File: config.mk
export PLATFORM = sky130hd
export DESIGN_NAME = plws_ctrl
export DESIGN_NICKNAME = d
export VERILOG_FILES = /design/src/sv/positional_list_with_sort_core_macros.svh /design/src/sv/plws_pkg.sv /design/src/sv/plws_ctrl.sv
export SDC_FILE = /design/constraint.sdc
export NUM_CORES = 1
export LEC_CHECK = 0
export BUFFER_PORTS_ARGS = -buffer_cell sky130_fd_sc_hd__buf_2
export CORE_AREA = 2 2 39 41
export CTS_BUF_LIST = sky130_fd_sc_hd__clkbuf_4 sky130_fd_sc_hd__clkbuf_8
export DETAILED_ROUTE_END_ITERATION = 12
export DIE_AREA = 0 0 41 43
export GPL_ROUTABILITY_DRIVEN = 0
export PLACE_DENSITY_LB_ADDON = 0.08
export RECOVER_POWER = 50
export SYNTH_ARGS = -nofsm -noshare
export SYNTH_HDL_FRONTEND = slang
export SYNTH_SLANG_ARGS = --single-unit
File: constraint.sdc
create_clock -name clk_i -period 1.4 [get_ports clk_i]
set_input_delay 0.21 -clock clk_i [delete_from_list [all_inputs] [get_ports clk_i]]
set_output_delay 0.21 -clock clk_i [all_outputs]
set_load 0.01 [all_outputs]
File: src/sv/positional_list_with_sort_core_macros.svh
// Assertion helpers shared by the list core.
`ifndef POSITIONAL_LIST_WITH_SORT_CORE_MACROS_SVH
`define POSITIONAL_LIST_WITH_SORT_CORE_MACROS_SVH

// Same-cycle implication, disabled during reset.
`define PLWS_ASSERT(label, clk, rst_n, ante, cons, msg) \
  label: assert property (@(posedge clk) disable iff (!rst_n) (ante) |-> (cons)) \
    else $error(msg);

// Next-cycle implication, disabled during reset.
`define PLWS_ASSERT_NXT(label, clk, rst_n, ante, cons, msg) \
  label: assert property (@(posedge clk) disable iff (!rst_n) (ante) |=> (cons)) \
    else $error(msg);

`endif

File: src/sv/plws_pkg.sv
`default_nettype none

package plws_pkg;

  localparam int unsigned CAPACITY = 64;
  localparam int unsigned DATA_W   = 32;
  localparam int unsigned POS_W    = 7;
  localparam int unsigned CNT_W    = 7;
  localparam int unsigned FUNC_W   = 2;

  typedef enum logic [FUNC_W-1:0] {
    FUNC_INSERT = 2'd0,
    FUNC_REMOVE = 2'd1,
    FUNC_SORT   = 2'd2,
    FUNC_DUMP   = 2'd3
  } func_e;

  typedef enum logic [3:0] {
    ST_IDLE = 4'b0001,
    ST_EXEC = 4'b0010,
    ST_SORT = 4'b0100,
    ST_DUMP = 4'b1000
  } state_e;

  typedef struct packed {
    logic latch;
    logic apply;
    logic sort_step;
    logic rotate;
    logic emit;
  } dp_cmd_t;

  typedef struct packed {
    logic out_free;
    logic sort_done;
    logic dump_last;
    logic len_zero;
  } dp_sts_t;

endpackage

`default_nettype wire

File: src/sv/plws_ctrl.sv
`default_nettype none

module plws_ctrl (
  input  logic                        clk_i,
  input  logic                        rst_ni,
  input  logic                        in_valid_i,
  input  logic [plws_pkg::FUNC_W-1:0] in_func_i,
  output logic                        in_ready_o,
  input  plws_pkg::dp_sts_t           sts_i,
  output plws_pkg::dp_cmd_t           cmd_o
);

  plws_pkg::state_e state_q, state_d;

  always_ff @(posedge clk_i or negedge rst_ni) begin
    if (!rst_ni) begin
      state_q <= plws_pkg::ST_IDLE;
    end else begin
      state_q <= state_d;
    end
  end

  always_comb begin
    state_d    = state_q;
    cmd_o      = '0;
    in_ready_o = 1'b0;
    unique case (state_q)
      plws_pkg::ST_IDLE: begin
        in_ready_o = 1'b1;
        if (in_valid_i) begin
          cmd_o.latch = 1'b1;
          unique case (plws_pkg::func_e'(in_func_i))
            plws_pkg::FUNC_INSERT,
            plws_pkg::FUNC_REMOVE: state_d = plws_pkg::ST_EXEC;
            plws_pkg::FUNC_SORT:   state_d = plws_pkg::ST_SORT;
            plws_pkg::FUNC_DUMP:   state_d = plws_pkg::ST_DUMP;
          endcase
        end
      end
      plws_pkg::ST_EXEC: begin
        if (sts_i.out_free) begin
          cmd_o.apply = 1'b1;
          cmd_o.emit  = 1'b1;
          state_d     = plws_pkg::ST_IDLE;
        end
      end
      plws_pkg::ST_SORT: begin
        if (sts_i.sort_done) begin
          if (sts_i.out_free) begin
            cmd_o.emit = 1'b1;
            state_d    = plws_pkg::ST_IDLE;
          end
        end else begin
          cmd_o.sort_step = 1'b1;
        end
      end
      plws_pkg::ST_DUMP: begin
        if (sts_i.out_free) begin
          cmd_o.emit = 1'b1;
          // rotate once per word so the list is back in order after the last one
          cmd_o.rotate = !sts_i.len_zero;
          if (sts_i.len_zero || sts_i.dump_last) begin
            state_d = plws_pkg::ST_IDLE;
          end
        end
      end
      default: state_d = plws_pkg::ST_IDLE;
    endcase
  end

endmodule

`default_nettype wire

==> results.txt, run 1 <==
STA classifies the critical path endpoint as an output pin. Counting flops per register, the top entry is state_q. The clock latency reported for the late side of the worst-skew pair came out at 240 ps.

The endpoint required time on the critical path is 1190 ps. The width of the die is 41 um. The final antenna diode count came out at 0. The number of core rows came out at 14.

The number of optimization iterations in the first detailed-route pass is 2. The actual transition at the worst max-transition pin came out at 237 ps. The setup slack after layout is -228 ps. The count of nets left with antenna violations once routing finished came out at 0. The total clock sinks came out at 4. The number of ports placed on the die boundary is 15.

The worst stage delay on the critical path is 430 ps. The starting density of the core is 24.1%. The relative area change from synthesis to final layout is 82.4%. For this run, global-route usage on met2 was measured as 21.6%.

Input and output buffers added on the ports amount to 14. The type of the setup path with the least slack is flip-flop to output pin. The cell count after placement came out at 75. Cells with a size suffix above 1 make up 60.0% of the layout.

The largest buffer count on any clock path came out at 2. The number of buffers and inverters on the critical path is 1. The leakage power total is 0.309 nW. Detailed routing inserted a total of 396 vias. The worst hold path passes through 2 cells.

For this run, global-route usage on met3 was measured as 3.14%. The arrival time of data at the critical path endpoint came out at 1420 ps. After detailed routing, the number of vias per cell comes to 4.60.

The routed wire length is 973 um. The H-tree depth came out at 1. In this run the worst path has a maximum fanout of 3. The number of warnings reported in the yosys synthesis log came out at 0. For this run, design rule violations remaining after detail routing come to 0. Summing the sequential cell areas from Yosys gives 30.3% of the chip area.

In the final layout, the registers with the most flip-flops are state_q (4). The die boundary height is 43 um. The clock-pin slew on the worst setup and hold paths is 40 ps.

The share of the cycle needed by the critical path after routing is 116%. Counting I/O delays and the setup requirement, the final critical path takes 1630 ps. The number of nets handed over by synthesis was 47. For the final database, setup skew stands at 6.96 ps. The tree is rooted in a sky130_fd_sc_hd__clkbuf_4. The class of the tightest hold or removal check is input pin to flip-flop. The layer flagged by global routing as most heavily used is met2.

Among cell families on the critical path, the largest total delay comes from simple AND/OR/NAND/NOR gates. The flow ran to the end, but the final reports show violations. The area of the die is 1760 um^2.

The worst-case vdd ir drop is 0.718 mV. The wire length of the first global-routing pass came out at 1.62 mm. After the flow finishes, the layout carries non-filler instances totaling 86. The largest individual stage delay along the critical path comes from the cell sky130_fd_sc_hd__or4_4. In this run, synthesis produced a sequential element count of 4. For the worst flop-to-flop path, the logic depth is 7. The element type at the critical path start is a flip-flop. The checks that failed: negative setup slack. Entering global routing, the biggest net connects 8 pins. The number of hold violations in the final report was 0. The number of endpoints failing setup at the final stage came out at 10. Dividing the synthesized area by the synthesized cell count gives 8.79 um^2. The number of buffers inserted during clock tree synthesis is 3. In the final routed layout, each cell accounts on average for 11.3 um. The half-perimeter wire length of the detailed placement result is 771 um. The number of standard cells after synthesis is 38. The signal on the critical path passes through nand2b_1 > or4_4 > nor2_2 > buf_2. Adding up every negative setup slack in the final design gives -1360 ps. In this run the tightest slew margin relative to its limit is 84.2%. Setup repair after global routing could not meet its margin everywhere. The final max-slew violation count is 0. The power per cell area came out at 1890 nW/um^2. In this run the cell area of the synthesized design comes to 334 um^2.

The flip-flop count of the largest register after layout came out at 4. In the global route stage, met1 resource usage came out at 16.7%. The placeable core area is 1380 um^2. The number of antenna violations at the first check in global routing was 0. Global routing used 13.6% of the available tracks. The first-iteration detailed-routing DRC count is 3. The number of different library cells in the post-synthesis netlist came out at 25. The TritonCTS clock tree is yes. Summed over all layers, the global routing overflow is 0. The top achievable clock speed came out at 614 MHz.

The via count of the first global-routing pass is 382. The max-cap check violation count came out at 0. The tightest hold margin came out at 177 ps. The count of nets after finishing is 80. The number of gates on the worst path with buffers counted came out at 4.
[metal layers]
metal  wire length, um  share of wire (%)
met1               413                 42
met2               496                 51
met3                52                5.3
met4                11                1.1
met5                 0                  0
[layout by cell type, fill, tap and decap left out, types with 3 or more instances in the layout]
| master | n |
|---|---|
| sky130_fd_sc_hd__clkbuf_4 | 4 |
| sky130_fd_sc_hd__buf_4 | 11 |
| sky130_fd_sc_hd__buf_2 | 13 |
| sky130_fd_sc_hd__buf_6 | 3 |
| sky130_fd_sc_hd__nor2_1 | 3 |
[power breakdown]
part	switching, W	total, W	internal, W
sequential	0.0000734	0.000249	0.000175
combinational	0.000311	0.000727	0.000416
clock	0.0000507	0.000177	0.000126
total	0.000435	0.00115	0.000718
[stage by stage]
stage               worst slack [ps]  util, %  total power, W  cell area (um^2)
floorplan                      -11.6        -        0.000597               345
global placement               -50.4     35.0        0.000831               484
detailed placement             -54.9     35.0        0.000838               484
CTS                             -279     41.9         0.00113               579
global route                    -301     44.0         0.00125               609
finish                          -228     44.0         0.00115               609
[path summary, 6_finish.rpt]
kind	from	end	slack, ps
max in group asynchronous	rst_ni	state_q[0]	820
min in group asynchronous	rst_ni	state_q[2]	330
min reg2reg	state_q[2]	state_q[2]	610
max reg2reg	state_q[3]	state_q[2]	-100
min	in_valid_i	state_q[0]	180
max	state_q[2]	cmd_o[1]	-230
[layout make-up]
class	count	area, um^2
inverters	2	7.51
repair buffers	29	195
multi-input cells	31	253
clock buffers	4	30.0
flip-flops and latches	4	104
well taps	16	20.0
fillers	150	774
[cells in the mapped netlist]
cell	number	share of area (%)
sky130_fd_sc_hd__inv_1	2	2.2
sky130_fd_sc_hd__nor3b_1	2	4.5
sky130_fd_sc_hd__nor3_1	1	1.5
sky130_fd_sc_hd__o21ai_0	3	4.5
sky130_fd_sc_hd__nand3_1	1	1.5
sky130_fd_sc_hd__o211ai_2	1	3.7
sky130_fd_sc_hd__mux2i_1	1	3.0
sky130_fd_sc_hd__nand2_1	2	2.2
sky130_fd_sc_hd__dfrtp_1	3	22
sky130_fd_sc_hd__and3_1	1	1.9
sky130_fd_sc_hd__nor2_1	5	5.6
sky130_fd_sc_hd__a22o_1	1	2.6
sky130_fd_sc_hd__or4_4	1	3.4
sky130_fd_sc_hd__nand2b_1	1	1.9
sky130_fd_sc_hd__nand3b_1	2	4.5
sky130_fd_sc_hd__o21ai_1	1	1.5
sky130_fd_sc_hd__mux2_1	1	3.4
sky130_fd_sc_hd__nor4b_1	1	2.6
sky130_fd_sc_hd__xor2_1	1	2.6
sky130_fd_sc_hd__and2_1	2	3.7
sky130_fd_sc_hd__o21ai_2	1	2.6
sky130_fd_sc_hd__nor4b_2	1	4.5
sky130_fd_sc_hd__buf_6	1	3.4
sky130_fd_sc_hd__o211ai_1	1	2.2
sky130_fd_sc_hd__dfstp_2	1	7.9
[cells by family (layout without fill, tap and decap cells)]
logic type,after synthesis,after routing,synth area share (%)
AND/OR/NAND/NOR,20,20,37.8
flip-flops,4,4,30.3
buffers and inverters,3,35,5.62
AO/OA/AOI/OAI,8,8,17.2
XOR/XNOR,1,1,2.62
multiplexers,2,2,6.37
[timing repair]
item / in CTS / in global routing
resized for setup: 9 / 2
hold endpoints to repair: 4 / 0
setup buffers: 4 / 3
hold buffers: 1 / 0
pin swaps: 3 / 1
endpoints found under the setup margin: 8 / 10
Note: power is estimated with default switching activity, not from simulation.
==> run 2, diff against run 1 <==
- ABC_AREA: not set -> 1
==> run 2 against run 1 <==
Against the previous run:
- the run still ends with negative setup slack left
- non-clock buffer count decreased by 8
- fmax up 13%
- global-route usage shrank 3.3 points
- via count fell by 3.3%
- critical path type unchanged
==> results.txt, run 2 <==
Across all layers, the routed design uses 383 vias. The placeable core area is 1380 um^2. The total of fill cells in the finished design is 152. Global routing used 10.3% of the available tracks.

The worst-case headroom to the max-slew limit is 85.9%. After layout, the minimum clock period comes to 1450 ps. The number of ports placed on the die boundary is 15. The worst clock skew is 2.16 ps. The depth of the most critical reg-to-reg path is 7.

The final max-slew violation count was 0. The H-tree depth came out at 1. Setup repair after global routing could not meet its margin everywhere. After routing, the total negative slack on setup checks comes to -124 ps. After synthesis, the cell types taking the most area are sky130_fd_sc_hd__dfrtp_1, sky130_fd_sc_hd__nand3_1, sky130_fd_sc_hd__nand2_1, sky130_fd_sc_hd__inv_1, sky130_fd_sc_hd__nor2_1. The analysis attributes to cell leakage a power of 0.323 nW. Ranked by instance count, the synthesized netlist is headed by sky130_fd_sc_hd__nand2_1, sky130_fd_sc_hd__inv_1, sky130_fd_sc_hd__nand3_1, sky130_fd_sc_hd__nor2_1, sky130_fd_sc_hd__dfrtp_1.

The total clock sinks came out at 4. The share of the cycle needed by the critical path after routing is 103%. The power per cell area is 2170 nW/um^2. The cell count after placement is 81. The via count of the first global-routing pass is 339. The total overflow left after global routing is 0. TritonCTS built the clock tree. The number of standard cells after synthesis is 51. At the pin with the least slew margin, the transition time is 211 ps. In this run the clock root is driven by a sky130_fd_sc_hd__clkbuf_4. The die boundary height came out at 43 um. The setup slack after layout came out at -45.3 ps. Entering global routing, the biggest net connects 6 pins.

The mean instance size in the synthesized netlist is 6.55 um^2. In this run, CTS created clock tree buffers numbering 3. The library cell used most frequently in the layout, excluding fill and tap cells, is sky130_fd_sc_hd__buf_2. The die covers 1760 um^2. The clock-pin slew on the worst setup and hold paths is 40 ps. The largest fanout on the critical path came out at 4.

In this run the critical register-to-register path is captured at state_q[2]. The fraction of registers with async set or reset after synthesis is 100%. The synthesized netlist occupies a cell area of 334 um^2. The width of the die is 41 um. The number of different library cells in the post-synthesis netlist is 14. The count of nets after finishing came out at 86.

The number of synthesized flops with an enable pin is 0. The top cell type by total area after synthesis is sky130_fd_sc_hd__dfrtp_1. The critical path starts at state_q[0]. The number of buffers added on ports came out at 14. The repair_antennas step left the layout with diodes totalling 0. The half-perimeter wire length of the detailed placement result came out at 603 um. The share of power burned in registers came out at 20.2%. In the post-synthesis netlist, the cell with the most instances is sky130_fd_sc_hd__nand2_1.

In the final layout, the registers with the most flip-flops are state_q (4). The final reports fail on negative setup slack. For this run, design rule violations remaining after detail routing come to 0. The routed wire length came out at 813 um.

From synthesis to final layout, the design area changed by 82.0%. The flow ran to the end, but the final reports show violations. Counting flops and latches in the post-synthesis netlist gives 4. In this run the deepest clock path goes through 2 buffers. Of the post-synthesis cell area, the dominant cell type holds 22.5%. The routed length per placed instance is 8.84 um. The share of power burned in combinational logic came out at 66.2%. The startpoint identified for the worst hold timing path is in_func_i[0]. The number of hold violations in the final report is 0. The clock network fraction of total power came out at 13.6%.

In this run switching power makes up 44.4% of total power. The worst setup path is captured at an output pin. The dominant synthesized flop cell is sky130_fd_sc_hd__dfrtp_1. The final antenna-violating net count is 0. The starting density of the core came out at 24.1%. The number of warnings reported in the yosys synthesis log came out at 0. In this run the register-to-register setup slack is 70 ps. At the worst endpoint, the required time is 1190 ps. The path class of the tightest hold or removal check is input pin to flip-flop. The register with the most flip-flops in the layout has 4 of them. The clock latency reported for the late side of the worst-skew pair is 240 ps. The analysis attributes to net switching a power of 0.000587 W.

The number of endpoints failing setup at the final stage is 5. The top achievable clock speed came out at 692 MHz. The internal power summed over all cells came out at 0.000735 W. The overall power came out at 0.00132 W. The proportion of synthesized chip area in sequential cells is 30.3%. The final non-filler cell area came out at 608 um^2. The number of cells in the finished layout apart from fillers is 92.

The worst-case vdd ir drop came out at 0.880 mV. Counting flops per register, the top entry is state_q. The worst setup path is of the flip-flop to output pin kind. The detail-routed via count per cell came out at 4.16. In this run the critical register-to-register path is launched from state_q[0]. The first-iteration detailed-routing DRC count came out at 3. The wire length of the first global-routing pass came out at 1.22 mm. The number of antenna violations at the first check in global routing came out at 0. The layout cell share with drive strength beyond 1 came out at 64.5%. The tightest hold margin came out at 257 ps. The number of core rows came out at 14.

The critical path endpoint is cmd_o[4]. Synthesis produced a netlist with a net count of 60. The arrival time of data at the critical path endpoint is 1240 ps. The top cell types in the final layout, fill and taps aside, are sky130_fd_sc_hd__buf_2, sky130_fd_sc_hd__nand2_1, sky130_fd_sc_hd__inv_1. The worst setup path is launched from a flip-flop.

The area of placed instances came out at 424 um^2. The number of optimization iterations in the first detailed-route pass came out at 2. The tool flagged a number of max-cap violations equal to 0.
## run 2: changes by cell type after synthesis, sizes merged, moves of 2 or more
cell,change
nand3,+8
o21ai,-5
o211ai,-2
nand3b,-2
nor4b,-2
nor2,+6
and2,-2
nand2,+12
nor3b,-2
inv,+7
## run 2: cell families (layout without fill, tap and decap cells)
logic type / count (synthesis) / count (layout) / synth area share (%)
compound gates: 1 / 1 / 1.87
buf+inv: 9 / 34 / 10.1
flops: 4 / 4 / 30.3
simple gates: 37 / 37 / 57.7
## run 2: worst min path at each step
stage / end / depth (start not counted)
after floorplan: state_q[1] / 0
after global placement: state_q[1] / 1
after detailed placement: state_q[3] / 1
after CTS: state_q[2] / 4
after global routing: state_q[2] / 4
final: state_q[2] / 4
## run 2: routing by layer
| layer | vias to the layer above | share of wire, % | global-route usage [%] |
|---|---|---|---|
| met3 | 2 | 6.2 | 1.57 |
| li1 | 207 | - | - |
| met1 | 161 | 42 | 11.8 |
| met5 | - | 0 | 0 |
| met4 | 0 | 1.5 | 6.00 |
| met2 | 13 | 50 | 16.9 |
## run 2: metrics by stage
step	setup slack, ps	util [%]
floorplan	223	-
global placement	114	30.7
detailed placement	110	30.7
CTS	-69.0	38.3
global route	-132	43.9
finish	-45.3	43.9
## run 2: worst max-delay path, cell delays in order, from the launching register on
cell	delay [ps]
sky130_fd_sc_hd__dfstp_2	570
sky130_fd_sc_hd__inv_4	60
sky130_fd_sc_hd__nor2_4	110
sky130_fd_sc_hd__nand2_4	80
sky130_fd_sc_hd__nor2_4	80
sky130_fd_sc_hd__buf_6	100
## run 2: repair_timing
| item | 4_1_cts | 5_1_grt |
|---|---|---|
| endpoints found under the hold margin | 4 | 0 |
| endpoints found under the setup margin | 5 | 10 |
| hold buffers | 1 | 0 |
| setup buffers | 5 | 2 |
| pin swaps | 3 | 7 |
| gates resized for setup | 9 | 19 |
## run 2: area by class of cell
cell class,count,area (um^2),share of cell area (%)
multi-input combinational,38,277,45.5
timing repair buffer,21,140,23.0
sequential,4,105,17.3
inverter,9,36.3,5.97
clock buffer,4,30.0,4.94
tap,16,20.0,3.29
## run 2: power groups by stage
stage | clock, W | sequential [W] | combinational (W)
4_1_cts | 0.000187 | 0.000247 | 0.000662
2_1_floorplan | 0 | 0.000209 | 0.000370
3_3_place_gp | 0 | 0.000215 | 0.000493
3_5_place_dp | 0 | 0.000217 | 0.000486
6_report | 0.000180 | 0.000267 | 0.000875
5_1_grt | 0.000194 | 0.000276 | 0.000965
==> run 3, diff against run 2 <==
- ABC_CLOCK_PERIOD_IN_PS: not set -> 1400
- BUFFER_PORTS_ARGS: -buffer_cell sky130_fd_sc_hd__buf_2 -> not set
- DONT_BUFFER_PORTS: not set -> 1
==> run 3 against run 2 <==
Against the previous run:
- the flow now finishes without violations
- non-clock buffer count down 18
- clock skew is essentially flat
- register-to-register slack improved by 30 ps
- worst setup slack gained 63 ps
- combinational power is 33% lower
- power decreased by 23%
- critical path depth is 1 lower
- sequential share of layout area rose by 4.6 points
- cell count is 20% lower
- largest cell class unchanged
- largest power group unchanged
- highest routed layer is now met3
==> results.txt, run 3 (same netlist as run 2, synthesis figures left out) <==
The number of buffers added on ports is 0. In this run the worst setup path terminates at cmd_o[4]. The leakage power total came out at 0.238 nW. Across the routed clock network, the largest skew measured is 2.32 ps. The die boundary height is 43 um.

The number of ports placed on the die boundary is 15. The final antenna diode count is 0. The first-iteration detailed-routing DRC count is 2. For the pin with the worst max-slew slack, the measured transition is 256 ps. The endpoint required time on the critical path is 1190 ps. Max-cap violations in this run came to 0. In the layout the commonest cells are sky130_fd_sc_hd__nand2_1, sky130_fd_sc_hd__inv_1, sky130_fd_sc_hd__nand3_1.

The worst-case vdd ir drop is 0.671 mV. In this run the worst setup path begins at state_q[0]. The depth of the most critical reg-to-reg path is 7. The worst register-to-register path ends at state_q[2]. The flip-flop count of the largest register after layout came out at 4. The flow ran to the end, and the final reports show no timing, DRC or antenna violations.

From synthesis to final layout, the design area changed by 43.8%. The overall power came out at 0.00102 W. The shortest clock period the worst path allows after layout is 1380 ps. The H-tree depth is 1. The number of buffers inserted during clock tree synthesis came out at 3. The total congestion overflow after global routing is 0. The clock-pin slew on the worst setup and hold paths is 40 ps.

The final routed DRC violation total is 0. The first global-routing pass estimated 986 um of wire. The number of hold violations in the final report is 0. The number of endpoints failing setup at the final stage is 0. In this run the clock root is driven by a sky130_fd_sc_hd__clkbuf_4.

The placeable core area is 1380 um^2. Headroom to the max-slew limit came out at 82.9%. More flip-flops sit in one register than any other, and that register is state_q. The width of the die came out at 41 um.

The final route contains 325 vias. The count of nets after finishing came out at 68. The setup slack of the most critical reg-to-reg path came out at 100 ps. The worst setup path is launched from a flip-flop. The largest buffer count on any clock path came out at 2. The final antenna-violating net count is 0.

The number of antenna violations at the first check in global routing is 0. Clock latency on the worst-skew pair, taken at its later pin, is 240 ps. The via count of the first global-routing pass is 268. The total of fill cells in the finished design is 158. The final setup TNS came out at 0 ps. The top achievable clock speed is 723 MHz.

In the final layout, the registers with the most flip-flops are state_q (4). The share of the cycle needed by the critical path after routing came out at 98.7%. The floorplan step defined a die boundary enclosing 1760 um^2.

The global routing usage summed across all routing layers is 8.46%. In this run the critical register-to-register path is launched from state_q[0]. The largest fanout on the critical path came out at 3.

The total clock sinks came out at 4. Summed over all nets, the half-perimeter wirelength after detailed placement is 568 um. The share of the core filled with cells came out at 34.7%.

The worst hold path belongs to the class input pin to flip-flop. The number of optimization iterations in the first detailed-route pass came out at 4. TritonCTS built the clock tree. The layout cell share with drive strength beyond 1 is 53.4%.

The number of core rows came out at 14. The library cell used most frequently in the layout, excluding fill and tap cells, is sky130_fd_sc_hd__nand2_1. The pin count of the biggest net entering global routing came out at 7. The starting density of the core is 24.1%. On the final layout, the worst hold slack is 150 ps. The arrival time of data at the critical path endpoint came out at 1170 ps. The routed wire length came out at 694 um. In this run the power density over the cells is 2120 nW/um^2.

The final max-slew violation count came to 0. The detail-routed via count per cell came out at 4.39. STA classifies the critical path endpoint as an output pin.

The setup path with the least slack is of type flip-flop to output pin. Setup repair after global routing could not meet its margin everywhere. The routed length per placed instance came out at 9.38 um.
==> run 3: through the flow <==
| stage | instance area [um^2] | setup WS, ps | cells |
|---|---|---|---|
| after global routing | 480 | -44.2 | 74 |
| after floorplan | 334 | 223 | 51 |
| final | 480 | 17.6 | 74 |
| after CTS | 408 | -79.1 | 72 |
| after detailed placement | 354 | 101 | 67 |
| after global placement | 354 | 103 | 67 |
==> run 3: area by class of cell <==
class                           instances  area (um^2)  area share, %
Inverter                                9         33.8           7.03
Multi-Input combinational cell         38          267           55.5
Timing Repair Buffer                    3         25.0           5.21
Sequential cell                         4          105           21.9
Tap cell                               16         20.0           4.17
Clock buffer                            4         30.0           6.25
==> run 3: critical path: stages, from the launching register on <==
cell and delay, ps:
sky130_fd_sc_hd__dfstp_2 550, sky130_fd_sc_hd__inv_2 60, sky130_fd_sc_hd__nor2_4 110, sky130_fd_sc_hd__nand2_2 90
sky130_fd_sc_hd__nor2_4 130
==> run 3: routing by layer <==
layer	up-vias	part of all wire (%)	global-route usage, %
met2	11	48	11.6
met5	-	0	0
met1	141	46	11.4
li1	173	-	-
met3	0	6.1	1.57
met4	0	0	6.00
==> run 3: how the worst min path moves through the flow <==
stage / depth (start not counted) / from / end
finish: 3 / in_func_i[1] / state_q[1]
global route: 3 / in_func_i[1] / state_q[1]
CTS: 3 / in_func_i[1] / state_q[1]
detailed placement: 0 / rst_ni / state_q[2]
global placement: 0 / rst_ni / state_q[2]
floorplan: 0 / rst_ni / state_q[1]
==> run 3: what timing repair did <==
item / 4_1_cts / 5_1_grt
hold endpoints to repair: 4 / 0
buffers inserted: 0 / 2
hold buffers: 1 / 0
resized for setup: 3 / 17
pin swaps: 1 / 3
setup endpoints to repair: 5 / 6
==> run 3: report_power, final <==
group | total [W] | internal (W) | switching (W)
logic | 0.000587 | 0.000234 | 0.000353
registers | 0.000253 | 0.000182 | 0.0000716
clock network | 0.000181 | 0.000127 | 0.0000540
total | 0.00102 | 0.000542 | 0.000479
